==> src/hw/rtl/cdll_pkg.sv <==
// ----------------------------------------------------------------------------
// cdll_pkg
// Shared types and constants for the circular doubly linked list block.
// ----------------------------------------------------------------------------
`default_nettype none

package cdll_pkg;

  localparam int CMD_W    = 3;
  localparam int POS_W    = 7;
  localparam int VALUE_W  = 32;
  localparam int STATUS_W = 2;
  localparam int COUNT_W  = 7;

  localparam int DEF_MAX_ENTRIES = 64;
  localparam int DEF_DATA_BITS   = 32;

  typedef enum logic [CMD_W-1:0] {
    CMD_INS_FRONT = 3'd0,
    CMD_INS_BACK  = 3'd1,
    CMD_INS_AT    = 3'd2,
    CMD_DEL_FRONT = 3'd3,
    CMD_DEL_BACK  = 3'd4,
    CMD_DEL_AT    = 3'd5,
    CMD_READ_AT   = 3'd6,
    CMD_NONE      = 3'd7
  } cmd_t;

  typedef enum logic [STATUS_W-1:0] {
    STAT_OK     = 2'd0,
    STAT_EMPTY  = 2'd1,
    STAT_FULL   = 2'd2,
    STAT_BADPOS = 2'd3
  } status_t;

  typedef enum logic [2:0] {
    OP_HOLD,
    OP_LOAD,
    OP_WALK,
    OP_INSERT,
    OP_DELETE
  } cell_op_t;

  typedef enum logic [1:0] {
    S_IDLE,
    S_WALK,
    S_APPLY
  } state_t;

  typedef enum logic [1:0] {
    ACT_INSERT,
    ACT_DELETE,
    ACT_READ
  } act_t;

  typedef struct packed {
    logic                valid;
    status_t             status;
    logic [VALUE_W-1:0]  read_value;
    logic [COUNT_W-1:0]  count;
  } result_t;

endpackage

`default_nettype wire

==> src/hw/rtl/cdll_cell.sv <==
// ----------------------------------------------------------------------------
// cdll_cell
// One list slot: stored word, position mask bit and a tap stage that shifts
// towards slot 0 during a walk.
// ----------------------------------------------------------------------------
`default_nettype none

module cdll_cell import cdll_pkg::*; #(
  parameter int DATA_BITS = DEF_DATA_BITS
) (
  input  wire logic                 clk,
  input  wire cell_op_t             op,
  input  wire logic [DATA_BITS-1:0] new_value,
  input  wire logic [DATA_BITS-1:0] left_val,
  input  wire logic                 left_sel,
  input  wire logic [DATA_BITS-1:0] right_val,
  input  wire logic [DATA_BITS-1:0] right_tap,
  output logic      [DATA_BITS-1:0] val_out,
  output logic                      sel_out,
  output logic      [DATA_BITS-1:0] tap_out
);

  logic [DATA_BITS-1:0] val_r;
  logic                 sel_r;
  logic [DATA_BITS-1:0] tap_r;

  always_ff @(posedge clk) begin
    unique case (op)
      OP_HOLD: begin
      end
      OP_LOAD: begin
        tap_r <= val_r;
        sel_r <= 1'b1;
      end
      OP_WALK: begin
        tap_r <= right_tap;
        sel_r <= left_sel;
      end
      OP_INSERT: begin
        priority if (left_sel) begin
          val_r <= left_val;
        end else if (sel_r) begin
          val_r <= new_value;
        end else begin
        end
      end
      OP_DELETE: begin
        if (sel_r) begin
          val_r <= right_val;
        end
      end
      default: begin
      end
    endcase
  end

  assign val_out = val_r;
  assign sel_out = sel_r;
  assign tap_out = tap_r;

endmodule

`default_nettype wire

==> config.mk <==
export PLATFORM = sky130hd
export DESIGN_NAME = cdll_cell
export DESIGN_NICKNAME = d
export VERILOG_FILES = /design/src/hw/rtl/cdll_pkg.sv /design/src/hw/rtl/cdll_cell.sv
export SDC_FILE = /design/constraint.sdc
export NUM_CORES = 1
export LEC_CHECK = 0
export BUFFER_PORTS_ARGS = -buffer_cell sky130_fd_sc_hd__buf_2
export CORE_MARGIN = 5
export CORE_UTILIZATION = 47
export DETAILED_ROUTE_END_ITERATION = 8
export PLACE_DENSITY = 0.86
export SETUP_SLACK_MARGIN = 0.15
export SLEW_MARGIN = 10
export SYNTH_ARGS = -nofsm -noshare
export SYNTH_HDL_FRONTEND = slang
export SYNTH_SLANG_ARGS = --single-unit
export TNS_END_PERCENT = 50
==> constraint.sdc <==
create_clock -name clk -period 6.75 [get_ports clk]
set_clock_uncertainty 0.2 [all_clocks]
set_input_delay 0.3375 -clock clk [delete_from_list [all_inputs] [get_ports clk]]
set_output_delay 0.3375 -clock clk [all_outputs]
set_load 0.01 [all_outputs]
### Word-level counts from Yosys, hierarchy flattened

Cells that the tools add are included.

| word-level totals | value |
|---|---|
| bits in registers | 65 |
| input bits | 133 |
| output and inout bits | 65 |
| word-level logic and storage cells | 18 |

| cells by class | value |
|---|---|
| eq/ne operators | 6 |
| mux-type cells | 6 |
| reduce and logical (&&, ||, !) cells | 3 |

Operators by type and width:

| cell | number |
|---|---|
| 32-bit one-hot mux with 2 select lines | 2 |
| 32-bit two-way mux | 3 |
| 3-bit by 2-bit equality test with 1-bit output, second input constant | 2 |
| 2-bit nonzero test | 2 |
| 3-bit by 1-bit equality test with 1-bit output, second input constant | 1 |
| 3-bit equality test, second input constant | 1 |
| 3-bit inequality test, second input constant | 1 |
| 3-bit AND reduction | 1 |
| 2-bit inequality test, second input constant | 1 |
| 1-bit one-hot mux with 2 select lines | 1 |

### Longest topological paths before layout

| depth | value |
|---|---|
| word-level depth | 3 |
| depth in mapped cells | 4 |
| depth with buffers taken out | 2 |

### Worst setup path after synthesis

Ideal clock, no wire load.

| path | value |
|---|---|
| path type | in2reg |
| start | input port op[0] |
| end | register val_r[0], in the netlist val_out[0] (enable) |
| setup time | 0.433 ns |
| arrival | 2.574 ns |
| data required time | 6.117 ns |
| setup slack | 3.543 ns |
| stages | 4 |
| path buffers | 2 |
| path through | or3b_1 > buf_6 > buf_12 > o22ai_1 |

| between the ends | value |
|---|---|
| longest elaborated chain between the ends | 3 |
| elaborated cells between the ends (all ways) | 6 |
| classes of those cells | eq/ne: 4; reduce/logical: 2 |

RTL lines:

| what | line | text |
|---|---|---|
| from (decl) | cdll_cell.sv:12 | `input wire cell_op_t op,` |
| 3-bit by 2-bit equality test with 1-bit output or 3-bit equality test (tied branches) | cdll_cell.sv:28 | `unique case (op)` |
| 3-bit inequality test (no line), or another cell as far along | - |  |
| 3-bit AND reduction (no line) * | - |  |
| to (signal assigned) | cdll_cell.sv:41 | `val_r <= left_val;` |
| to (signal assigned) | cdll_cell.sv:43 | `val_r <= new_value;` |
| to (signal assigned) | cdll_cell.sv:49 | `val_r <= right_val;` |
| to (decl) | cdll_cell.sv:23 | `logic [DATA_BITS-1:0] val_r;` |

Every way passes the cells marked *; elsewhere a longest branch is shown, timed or not.
A chain may end at the register's enable or synchronous reset.

### Worst setup path after layout

| path | value |
|---|---|
| start | input port op[2] |
| end | register val_r[5], in the netlist val_out[5] (enable) |

Same word-level chain as after synthesis.

==> metrics.yaml <==
clock_tree:
  cts_resized: 0
  cts_root_buffer: "clkbuf_8"
  clock_latency_ns: 0.33
  cts.clk_slew.worst_paths_ns: 0.07
  cts_tree: "built"
  cts.sinks: 65
  cts_inserted_buffers: 9
  clock_path_buffers: 2
  holdBufCountCts: 0
  h-tree-depth: 3
  cts_setup_buffers: 0
final_layout:
  diodes: 0
  drive_above_1_share_pct: 80.52
  final_util_pct: 66.30
  finalNetCount: 513
  final_cells: 481
  area_growth_pct: 36.60
global_routing:
  track_usage_pct: 19.00
  grt_max_degree: 35
  antenna_found_initial: 0
  grt-ovfl-total: 0
  grt_pass1_vias: 2581
  grt_first_pass_wirelength_um: 12430
yosys:
  synth.avg_cell_area_um2: 18.32
  yosysMostFrequentCell: "mux2_2"
  async_flop_share_pct: 0
  synth.largest_area_cell: "edfxtp_1"
  synth_nets: 314
  netlist.area_leader.share_pct: 58.87
  yosys-top-cells-area: "edfxtp_1 59%, mux2_2 23%, mux2_4 13%"
  synth_ff_type: "edfxtp_1"
  yosys_warnings: 0
  ys_seq_area_share_pct: 58.87
  synthDistinctLibCells: 16
  syn_area_um2: 3316
  ys_top_cells_by_count: "67 x mux2_2, 65 x edfxtp_1, 29 x mux2_4"
  synth_edf_count: 65
  syn_inst: 181
  ys_ff_latch: 65
worst_setup_path:
  arrival_ns: 2.17
  crit_buf_inv: 2
  cpMaxStageDelayCell: "o22ai_4"
  max_stage_delay_ns: 0.88
  path_class: "input pin to flip-flop"
  crit_fanout: 33
  crit_family: "compound AO/OA/AOI/OAI gates"
  critPathCaptureType: "flip-flop"
  timing.rr.end: "val_out[5]"
  ff2ff_path_depth: 2
  start_kind: "input pin"
  cp.required_ns: 6.49
  cp_cell_sequence: "buf_2, or3b_2, buf_4, o22ai_4"
  r2r_slack_ns: 4.85
  r2r_start: "sel_out"
  startpoint: "op[2]"
status:
  status: "finished, final reports clean"
routing:
  wl_met1_um: 2957
  wl_met3_um: 595
  ant_nets: 0
  met2_wirelength_um: 4787
  wire_per_inst_um: 17.55
  vias_per_cell: 4.850
  dr.pass1.iters: 4
  drt_iter0_drc: 42
  vias: 2333
  drc: 0
  highest_layer: "met4"
  wirelength_um: 8440
min_path:
  hold_start: "right_tap[29]"
  min_path_cells: 2
  worst_hold_path_type: "input pin to flip-flop"
  hold-path-endpoint: "tap_out[29]"
pwr:
  p_sw_w: 0.0002119
  power_density_nw_per_um2: 207.4
  p_int_w: 0.0007277
  swShare_pct: 22.56
  finalPower_w: 0.0009396
  clkPwrFrac_pct: 32.8
  ir_drop_v: 0.0001158
  p_comb_share_pct: 16.3
  leakagePower_nw: 2.027
  seq_power_share_pct: 50.9
timing:
  fmax_mhz: 411.5
  period_needed_ns: 2.430
  slew_headroom_pct: 26.79
  setup_viol: 0
  fin_crit_sh_pct: 36.00
  worstMarginPinSlew_ns: 1.098
  finalSetupTns_ns: 0
  report.final.slew_viol_count: 0
  rsz0062_at_grt: "no"
  hold_violations: 0
flow_run:
  maxCapViolCount: 0
placement:
  place_inst: 465
  dp_hpwl_um: 6369
  port_buffers: 197
  gp_congestion: 0.7337
die:
  ioPinCount: 198
  die_w_um: 93.99
  die_y_um: 93.99
  core_um2: 6832
  die_area_um2: 8834
  initial_utilization_pct: 48.53
  rows: 30
-- metal layers --
metal,vias to the layer above,global-route usage (%)
li1,1102,-
met1,1110,19.42
met2,112,36.66
met3,9,4.167
met4,0,7.942
met5,-,0
-- stage by stage --
step                hold slack [ns]  instance area, µm²  setup slack [ns]
floorplan                    0.3555                3316             3.543
global placement             0.3567                4352             4.019
detailed placement           0.3592                4352             3.939
CTS                         0.08733                4529             4.287
global route                0.07647                4529             4.233
finish                       0.1028                4529             4.320
-- kinds of logic (layout without fill, tap and decap cells) --
logic type      Yosys count  after routing  share of synthesized area (%)
buf+inv                  12            216                          3.509
flops                    65             65                          58.87
xor+xnor                  1              1                         0.2642
mux                      96             96                          35.89
simple gates              6              6                          1.283
compound gates            1              1                         0.1888
-- power by group through the flow --
stage | Combinational (W) | Sequential, W | Clock (W)
after floorplan | 0.0000764 | 0.000498 | 0
after global placement | 0.000148 | 0.000486 | 0
after detailed placement | 0.000155 | 0.000487 | 0
after CTS | 0.000155 | 0.000479 | 0.000314
after global routing | 0.000165 | 0.000480 | 0.000338
final | 0.000153 | 0.000478 | 0.000308
-- cell usage in the layout (no fill, tap or decap) --
cell type,n
clkbuf_8,9
buf_4,2
inv_1,1
buf_2,197
mux2_2,67
bufinv_16,1
or3b_2,1
nand2b_1,1
nor2_4,1
edfxtp_1,65
nand3b_1,1
o22ai_4,1
mux2_4,29
clkinv_2,1
nor2_1,1
nor3b_4,1
clkinv_1,3
clkbuf_1,2
xnor2_1,1
-- layout make-up --
cell class	instances	area, µm²
Timing Repair Buffer	199	1001
Sequential cell	65	1952
Clock buffer	11	131.4
Clock inverter	5	46.29
Inverter	1	3.754
Multi-Input combinational cell	104	1275
Fill cell	539	2302
Tap cell	96	120.1
-- worst register-to-register path, cell delays in order (launching register included) --
cell	delay, ns
edfxtp_1	0.37
nor2_1	0.08
o22ai_4	0.86
-- registers in the layout, summed over array words and instances, names as in the netlist --
| register | cells |
|---|---|
| val_out | 32 |
| sel_out | 1 |
| tap_out | 32 |
-- how the worst max path moves through the flow --
stage	end	slack, ns	cells after the start
floorplan	val_out[0]	3.54	4
global placement	val_out[5]	4.02	4
detailed placement	val_out[31]	3.94	4
CTS	val_out[5]	4.29	4
global route	val_out[5]	4.23	4
finish	val_out[5]	4.32	4
No activity file was read; power rests on OpenSTA's default activity.
