==> src/hw/rtl/cdll_pkg.sv <==
// ----------------------------------------------------------------------------
// cdll_pkg
// Shared types and constants for the circular doubly linked list block.
// ----------------------------------------------------------------------------
`default_nettype none

package cdll_pkg;

  localparam int CMD_W    = 3;
  localparam int POS_W    = 7;
  localparam int VALUE_W  = 32;
  localparam int STATUS_W = 2;
  localparam int COUNT_W  = 7;

  localparam int DEF_MAX_ENTRIES = 64;
  localparam int DEF_DATA_BITS   = 32;

  typedef enum logic [CMD_W-1:0] {
    CMD_INS_FRONT = 3'd0,
    CMD_INS_BACK  = 3'd1,
    CMD_INS_AT    = 3'd2,
    CMD_DEL_FRONT = 3'd3,
    CMD_DEL_BACK  = 3'd4,
    CMD_DEL_AT    = 3'd5,
    CMD_READ_AT   = 3'd6,
    CMD_NONE      = 3'd7
  } cmd_t;

  typedef enum logic [STATUS_W-1:0] {
    STAT_OK     = 2'd0,
    STAT_EMPTY  = 2'd1,
    STAT_FULL   = 2'd2,
    STAT_BADPOS = 2'd3
  } status_t;

  typedef enum logic [2:0] {
    OP_HOLD,
    OP_LOAD,
    OP_WALK,
    OP_INSERT,
    OP_DELETE
  } cell_op_t;

  typedef enum logic [1:0] {
    S_IDLE,
    S_WALK,
    S_APPLY
  } state_t;

  typedef enum logic [1:0] {
    ACT_INSERT,
    ACT_DELETE,
    ACT_READ
  } act_t;

  typedef struct packed {
    logic                valid;
    status_t             status;
    logic [VALUE_W-1:0]  read_value;
    logic [COUNT_W-1:0]  count;
  } result_t;

endpackage

`default_nettype wire

==> src/hw/rtl/cdll_ctrl.sv <==
// ----------------------------------------------------------------------------
// cdll_ctrl
// Command decode, entry count, walk sequencer and result register.
// ----------------------------------------------------------------------------
`default_nettype none

module cdll_ctrl import cdll_pkg::*; #(
  parameter int MAX_ENTRIES = DEF_MAX_ENTRIES,
  parameter int DATA_BITS   = DEF_DATA_BITS
) (
  input  wire logic                 clk,
  input  wire logic                 rst_n,
  input  wire logic                 start,
  input  wire logic [CMD_W-1:0]     in_command,
  input  wire logic [POS_W-1:0]     in_position,
  input  wire logic [VALUE_W-1:0]   in_value,
  input  wire logic [DATA_BITS-1:0] tap_head,
  output logic                      busy,
  output cell_op_t                  cell_op,
  output logic      [DATA_BITS-1:0] new_value,
  output result_t                   res
);

  localparam int IDX_W = $clog2(MAX_ENTRIES);
  localparam int CNT_W = $clog2(MAX_ENTRIES + 1);
  localparam int CMP_W = ((CNT_W > POS_W) ? CNT_W : POS_W) + 1;
  localparam logic [CNT_W-1:0] FULL_CNT = CNT_W'(MAX_ENTRIES);

  state_t               state_r, state_nxt;
  logic [IDX_W-1:0]     walk_r;
  act_t                 act_r;
  logic [DATA_BITS-1:0] val_r;
  logic [CNT_W-1:0]     count_r;
  logic                 out_valid_r;
  status_t              out_status_r;
  logic [VALUE_W-1:0]   out_rv_r;
  logic [COUNT_W-1:0]   out_count_r;

  logic                 accept;
  logic                 dec_go;
  status_t              dec_status;
  act_t                 dec_act;
  logic [CMP_W-1:0]     dec_k;
  logic [CMP_W-1:0]     pos_w;
  logic [CMP_W-1:0]     cnt_w;
  logic                 is_full;
  logic                 is_empty;
  logic                 ins_ok;
  logic                 pos_ok;
  logic [CNT_W-1:0]     count_upd;

  assign accept = start && (state_r == S_IDLE);

  always_comb begin
    pos_w      = CMP_W'(in_position);
    cnt_w      = CMP_W'(count_r);
    is_full    = (count_r == FULL_CNT);
    is_empty   = (count_r == '0);
    ins_ok     = (pos_w != '0) && (pos_w <= cnt_w + CMP_W'(1));
    pos_ok     = (pos_w != '0) && (pos_w <= cnt_w);
    dec_go     = 1'b0;
    dec_status = STAT_OK;
    dec_act    = ACT_READ;
    dec_k      = '0;
    unique case (cmd_t'(in_command))
      CMD_INS_FRONT: begin
        dec_act = ACT_INSERT;
        if (is_full) dec_status = STAT_FULL;
        else         dec_go     = 1'b1;
      end
      CMD_INS_BACK: begin
        dec_act = ACT_INSERT;
        dec_k   = cnt_w;
        if (is_full) dec_status = STAT_FULL;
        else         dec_go     = 1'b1;
      end
      CMD_INS_AT: begin
        dec_act = ACT_INSERT;
        dec_k   = pos_w - CMP_W'(1);
        priority if (is_full) begin
          dec_status = STAT_FULL;
        end else if (ins_ok) begin
          dec_go = 1'b1;
        end else begin
          dec_status = STAT_BADPOS;
        end
      end
      CMD_DEL_FRONT: begin
        dec_act = ACT_DELETE;
        if (is_empty) dec_status = STAT_EMPTY;
        else          dec_go     = 1'b1;
      end
      CMD_DEL_BACK: begin
        dec_act = ACT_DELETE;
        dec_k   = cnt_w - CMP_W'(1);
        if (is_empty) dec_status = STAT_EMPTY;
        else          dec_go     = 1'b1;
      end
      CMD_DEL_AT, CMD_READ_AT: begin
        dec_act = (cmd_t'(in_command) == CMD_DEL_AT) ? ACT_DELETE : ACT_READ;
        dec_k   = pos_w - CMP_W'(1);
        priority if (is_empty) begin
          dec_status = STAT_EMPTY;
        end else if (pos_ok) begin
          dec_go = 1'b1;
        end else begin
          dec_status = STAT_BADPOS;
        end
      end
      CMD_NONE: begin
      end
      default: begin
      end
    endcase
  end

  always_comb begin
    unique case (act_r)
      ACT_INSERT: count_upd = count_r + CNT_W'(1);
      ACT_DELETE: count_upd = count_r - CNT_W'(1);
      default:    count_upd = count_r;
    endcase
  end

  // next state
  always_comb begin
    state_nxt = state_r;
    unique case (state_r)
      S_IDLE: begin
        if (accept && dec_go) begin
          state_nxt = (dec_k == '0) ? S_APPLY : S_WALK;
        end
      end
      S_WALK: begin
        if (walk_r == IDX_W'(1)) state_nxt = S_APPLY;
      end
      S_APPLY: state_nxt = S_IDLE;
      default: state_nxt = S_IDLE;
    endcase
  end

  // outputs
  always_comb begin
    busy    = (state_r != S_IDLE);
    cell_op = OP_HOLD;
    unique case (state_r)
      S_IDLE: begin
        if (accept && dec_go) cell_op = OP_LOAD;
      end
      S_WALK: cell_op = OP_WALK;
      S_APPLY: begin
        unique case (act_r)
          ACT_INSERT: cell_op = OP_INSERT;
          ACT_DELETE: cell_op = OP_DELETE;
          default:    cell_op = OP_HOLD;
        endcase
      end
      default: cell_op = OP_HOLD;
    endcase
  end

  always_ff @(posedge clk) begin
    if (!rst_n) begin
      state_r     <= S_IDLE;
      count_r     <= '0;
      out_valid_r <= 1'b0;
    end else begin
      state_r     <= state_nxt;
      out_valid_r <= (accept && !dec_go) || (state_r == S_APPLY);
      if (state_r == S_APPLY) count_r <= count_upd;
    end
  end

  always_ff @(posedge clk) begin
    if (accept) begin
      walk_r <= dec_k[IDX_W-1:0];
      act_r  <= dec_act;
      val_r  <= DATA_BITS'(in_value);
    end else if (state_r == S_WALK) begin
      walk_r <= walk_r - IDX_W'(1);
    end
    if (accept && !dec_go) begin
      out_status_r <= dec_status;
      out_rv_r     <= '0;
      out_count_r  <= COUNT_W'(count_r);
    end else if (state_r == S_APPLY) begin
      out_status_r <= STAT_OK;
      out_rv_r     <= (act_r == ACT_INSERT) ? '0 : VALUE_W'(tap_head);
      out_count_r  <= COUNT_W'(count_upd);
    end
  end

  assign new_value      = val_r;
  assign res.valid      = out_valid_r;
  assign res.status     = out_status_r;
  assign res.read_value = out_rv_r;
  assign res.count      = out_count_r;

endmodule

`default_nettype wire

==> config.mk <==
export PLATFORM = sky130hd
export DESIGN_NAME = cdll_ctrl
export DESIGN_NICKNAME = d
export VERILOG_FILES = /design/src/hw/rtl/cdll_pkg.sv /design/src/hw/rtl/cdll_ctrl.sv
export SDC_FILE = /design/constraint.sdc
export NUM_CORES = 1
export LEC_CHECK = 0
export BUFFER_PORTS_ARGS = -buffer_cell sky130_fd_sc_hd__buf_2
export CAP_MARGIN = 20
export CORE_ASPECT_RATIO = 0.6
export CORE_UTILIZATION = 45
export DETAILED_ROUTE_END_ITERATION = 7
export PLACE_DENSITY_LB_ADDON = 0.15
export SETUP_SLACK_MARGIN = 0.3
export SYNTH_ARGS = -nofsm -noshare
export SYNTH_HDL_FRONTEND = slang
export SYNTH_SLANG_ARGS = --single-unit
==> constraint.sdc <==
create_clock -name clk -period 7.79 [get_ports clk]
set_input_delay 1.558 -clock clk [delete_from_list [all_inputs] [get_ports clk]]
set_output_delay 1.558 -clock clk [all_outputs]
set_load 0.02 [all_outputs]
# == After elaboration in Yosys (flattened, before gate mapping) ==
# Index checks and enable logic that the tools add are counted.
# op_classes
n_addsub,6
multipliers,0
n_div,0
order_cmp,2
eq_ne,13
shift,0
muxes,32
bitwise_logic,0
n_reduce_logical,22
# op_table
op,count
2-to-1 mux 32 bit,1
case mux 8 bit (3 select lines),1
2-to-1 mux 2 bit,11
subtractor 7 x 1 -> 8 bit (second input constant),2
2-to-1 mux 7 bit,2
case mux 7 bit (2 select lines),1
2-to-1 mux 6 bit,2
equality test 3 bit (second input constant),3
case mux 3 bit (3 select lines),1
adder 7 x 1 -> 8 bit (second input constant),1
less-or-equal comparator 7 x 8 -> 1 bit,1
zero test 8 bit,1
2-to-1 mux 1 bit,8
case mux 2 bit (4 select lines),1
adder 7 x 1 -> 7 bit (second input constant),1
equality test 7 bit (second input constant),1
less-or-equal comparator 7 bit,1
zero test 7 bit,1
nonzero test 7 bit,1
subtractor 7 x 1 -> 7 bit (second input constant),1
equality test 3 x 2 -> 1 bit (second input constant),2
equality test 6 x 1 -> 1 bit (second input constant),1
case mux 2 bit (3 select lines),1
case mux 3 bit (2 select lines),1
other kinds (17),28
# word_totals
regBits,91
latchBits,0
ramBits,0
romBits,0
output_inout_bits,78
n_memories,0

# == Depth between registers and ports, before layout ==
# depth
depth_word,9
depth_mapped,14
depth_no_buf,12

# == Least setup slack after synthesis ==
# Ideal clock, no wire load.
# synth_path
path_type,input-to-output
from,input in_position[6]
to,output cell_op[0]
t_arrival_ps,3018
required_ps,6232
setup_slack_ps,3214
path_stages,8
n_path_buf,0
cell_sequence,ha_1 and3_1 nor4bb_1 o21a_1 a41oi_2 nor2_1 o21ai_0 o31ai_1
# synth_between
elab_chain_len,8
word_cells_on_any_way,13
# synth_lines
element,line,source
from (decl),cdll_ctrl.sv:15,"input wire logic [POS_W-1:0] in_position,"
"less-or-equal comparator 7 x 8 -> 1 bit, or another cell as far along",cdll_ctrl.sv:59,ins_ok = (pos_w != '0) && (pos_w <= cnt_w + CMP_W'(1));
logical AND 1 bit (on tied branches),"cdll_ctrl.sv:59, cdll_ctrl.sv:60",
2-to-1 mux 1 bit (on tied branches),"cdll_ctrl.sv:82, cdll_ctrl.sv:104",
2-to-1 mux 1 bit (on tied branches),"cdll_ctrl.sv:80, cdll_ctrl.sv:102",
case mux 1 bit (4 select lines) *,cdll_ctrl.sv:65,unique case (cmd_t'(in_command))
logical AND 1 bit *,cdll_ctrl.sv:148,if (accept && dec_go) cell_op = OP_LOAD;
2-to-1 mux 1 bit *,cdll_ctrl.sv:148,
case mux 3 bit (3 select lines) *,cdll_ctrl.sv:146,unique case (state_r)
to (decl),cdll_ctrl.sv:19,"output cell_op_t cell_op,"
# Mark *: on every way between the ends. The rest lies on a longest branch, timed or not.

# == Worst setup path in the final report ==
# layout_path
from,input in_command[1]
to,output cell_op[0]
# layout_between
elab_chain_len,6
word_cells_on_any_way,14
# layout_lines
element,line,source
from (decl),cdll_ctrl.sv:14,"input wire logic [CMD_W-1:0] in_command,"
"equality test 3 bit, or another cell as far along",cdll_ctrl.sv:65,
OR reduction 2 bit (on tied branches),--,
case mux 1 bit (4 select lines) *,cdll_ctrl.sv:65,
logical AND 1 bit *,cdll_ctrl.sv:148,
2-to-1 mux 1 bit *,cdll_ctrl.sv:148,
case mux 3 bit (3 select lines) *,cdll_ctrl.sv:146,
# Marked as above.

==> results.sh <==
export IMPL_synth_simple_area_share_pct=13.5
export IMPL_clk_pin_slew_ns=0.07
export IMPL_seqCellArea_um2=2310
export IMPL_grt_use_total_pct=22.5
export IMPL_startpoint_type="input port"
export IMPL_r2r_end="out_count_r[2]$_DFFE_PP_"
export IMPL_cts_resized=0
export IMPL_rrSetupSlack_ns=4.17
export IMPL_hold_buffers=0
export IMPL_rr_startpoint="count_r[1]$_SDFFE_PN0N_"
export IMPL_setup_tns_final_ns=0
export IMPL_combPwrFrac_pct=24.5
export IMPL_p_leak_nw=2.60
export IMPL_holdPathEnd="out_rv_r[11]$_SDFFE_PP0N_"
export IMPL_syn_nets=542
export IMPL_cts_buffers=9
export IMPL_root_buffer="clkbuf_16"
export IMPL_required_ns=6.23
export IMPL_die_area_um2=11100
export IMPL_min_period_ns=5.11
export IMPL_clkPwrFrac_pct=32.8
export IMPL_cts_sinks=91
export IMPL_rsz0062_at_grt="false"
export IMPL_ys_flop_type="edfxtp_1"
export IMPL_path_max_fanout=23
export IMPL_yosysSeqAreaShare_pct=48.1
export IMPL_synth_area_um2=4810
export IMPL_design_area_um2=5940
export IMPL_outcome="completed"
export IMPL_synth_edf_count=49
export IMPL_crit_slowest_cell="nor2b_1"
export IMPL_wirelength_mm=12.4
export IMPL_async_flop_share_pct=0
export IMPL_vias_per_cell=5.51
export IMPL_post_drt_wl_per_cell_um=17.2
export IMPL_synth_top_family_by_area="compound AO/OA/AOI/OAI gates"
export IMPL_p_sw_mw=0.432
export IMPL_first_pass_iters=5
export IMPL_finalSetupViolations=0
export IMPL_switching_share_pct=30.2
export IMPL_cts_setup_buffers=0
export IMPL_period_share_pct=65.6
export IMPL_n_antenna_cell=0
export IMPL_clock_latency_ns=0.34
export IMPL_yosysTopAreaCellShare_pct=30.6
export IMPL_postPlaceCellArea_um2=5590
export IMPL_synth_cells=440
export IMPL_core_area_um2=10100
export IMPL_grt_max_degree=37
export IMPL_min_from="out_rv_r[11]$_SDFFE_PP0N_"
export IMPL_ant_nets=0
export IMPL_crit_top_cell="buf_2"
export IMPL_slowest_delay_ns=0.80
export IMPL_rows=28
export IMPL_routabilityCongestion=0.936
export IMPL_die_y_um=82.1
export IMPL_synth_xor_area_share_pct=3.83
export IMPL_grt_pass1_wl_mm=19.0
export IMPL_area_delta_synth_final_pct=23.5
export IMPL_dieWidth_um=135
export IMPL_skew_ns=0.00685
export IMPL_synth_area_top_cells="edfxtp_1, dfxtp_1, ha_1"
export IMPL_cp_num_buf_inv=2
export IMPL_dp_hpwl_mm=9.24
export IMPL_maxSlewHeadroom_pct=37.6
export IMPL_start_util_pct=47.5
export IMPL_worst_pin_slew_ns=0.934
export IMPL_synth_warnings=0
export IMPL_crit_family="simple AND/OR/NAND/NOR gates"
export IMPL_whs_path_depth=1
export IMPL_ios=155
export IMPL_holdCritPathClass="register to register"
export IMPL_crit_arrival_ns=3.55
export IMPL_antenna_found_initial=0
export IMPL_maxCapViolCount=0
export IMPL_ys_seq_elements=91
export IMPL_powerDensity_nw_per_um2=240
export IMPL_crit_type="input port to primary output"
export IMPL_hold_viol_final=0
export IMPL_p_seq_share_pct=42.7
export IMPL_fmax_mhz=196
export IMPL_drive_gt1_share_pct=34.4
export IMPL_synthAdderAreaFrac_pct=6.66
export IMPL_synth_area_mux_share_pct=2.50
export IMPL_port_buffers=154
export IMPL_htree_num_levels=3
export IMPL_worst_setup_path_end_kind="primary output"
export IMPL_multiInputGateArea_um2=2230
export IMPL_via_count=3965
export IMPL_drtIter0Drc=235
export IMPL_grt_pass1_vias=3727
export IMPL_synth_compound_area_share_pct=19.9
export IMPL_peakVddDrop_mv=0.157
export IMPL_cts_tree="yes"
export IMPL_ff2ff_path_depth=12
export IMPL_syn_avg_cell_area_um2=10.9
export IMPL_yosys_cell_types_count=67
export IMPL_yosysTopAreaCell="edfxtp_1"
export IMPL_grt_overflow=0
export IMPL_clockBufferDepth=2
export IMPL_p_int_mw=0.996
export IMPL_drc=0
export IMPL_nets=681
export IMPL_n_fill_cell=910
export IMPL_path_cells="buf_2, nor2b_1, a221oi_1, o21bai_1, o21ai_0, o31ai_1, buf_2"
export IMPL_final_max_slew_viol_count=0
==> layer usage <==
metal	up-vias	part of all wire [%]	wire (um)	global-route usage [%]
met4	0	0.65	81	3.60
met5	-	0	0	0
met2	187	44	5390	34.5
met3	11	9.8	1210	7.22
met1	1855	46	5700	31.4
li1	1912	-	-	-
==> registers in the layout (all words and copies together), names as in the netlist <==
| name | flops |
|---|---|
| new_value | 32 |
| out_rv_r | 32 |
| count_r | 7 |
| out_count_r | 7 |
| walk_r | 6 |
| act_r | 2 |
| out_status_r | 2 |
| state_r | 2 |
| out_valid_r | 1 |
==> power by group through the flow <==
stage	sequential (mW)	clock (mW)	combinational, mW
after floorplan	0.668	0	0.187
after global placement	0.618	0	0.335
after detailed placement	0.619	0	0.341
after CTS	0.610	0.475	0.343
after global routing	0.617	0.498	0.382
final	0.610	0.468	0.350
==> worst max path at each step <==
stage,cells after the start,slack (ns),startpoint,to
2_1_floorplan,8,3.21,in_position[6],cell_op[0]
3_3_place_gp,7,2.78,in_command[1],cell_op[0]
3_5_place_dp,7,2.73,in_command[1],cell_op[0]
4_1_cts,7,2.73,in_command[1],cell_op[0]
5_1_grt,7,2.60,in_command[1],cell_op[0]
6_report,7,2.68,in_command[1],cell_op[0]
==> kinds of logic (layout without fill, tap and decap cells) <==
kind of cell             count (synthesis)  in the layout
AO/OA/AOI/OAI                          124            124
XOR/XNOR                                21             21
adder cells (fa/ha/maj)                 25             25
buffers and inverters                   51            195
flip-flops                              91             91
multiplexers                            11             11
AND/OR/NAND/NOR                        117            117
==> cell usage after synthesis (5+ instances only) <==
library cell,n
dfxtp_1,42
inv_1,21
ha_1,24
a21boi_0,5
edfxtp_1,49
nor3_1,6
o21ai_0,18
o22ai_1,5
nand2_1,30
xnor2_1,17
mux2_1,5
clkbuf_1,7
buf_6,7
a21oi_1,15
nand2b_1,7
buf_2,12
a21o_1,7
nor2b_1,11
nor2_1,20
nand3_1,10
a22o_1,32
and2_1,5
==> final cells by class <==
cell class	count	share of cell area (%)
multi-input cells	298	37.6
inverters	22	1.39
clock inverters	6	1.60
clock buffers	10	3.85
well taps	135	2.84
flip-flops and latches	91	38.9
repair buffers	157	13.8
==> stage by stage <==
stage,hold WS [ns],setup slack (ns),std cells,util [%],total power [mW]
floorplan,0.530,3.21,440,-,0.856
global route,0.496,2.60,719,58.7,1.50
global placement,0.457,2.78,701,55.1,0.952
finish,0.474,2.68,719,58.7,1.43
detailed placement,0.458,2.73,702,55.2,0.959
CTS,0.477,2.73,718,58.4,1.43
==> cell usage in the layout, fill, tap and decap left out, drive strengths merged, types with 4 or more instances in the layout <==
master	n
edfxtp	49
a21boi	5
nor2b	11
nor2	23
a21o	7
ha	24
a21oi	16
nand2b	7
a22o	32
inv	24
nand4	4
o22ai	5
o21ai	21
dfxtp	42
xor2	4
buf	157
nand2	31
xnor2	17
nand3	10
and2	5
nor3	10
clkbuf	10
mux2	8
No activity file was read; power rests on OpenSTA's default activity.
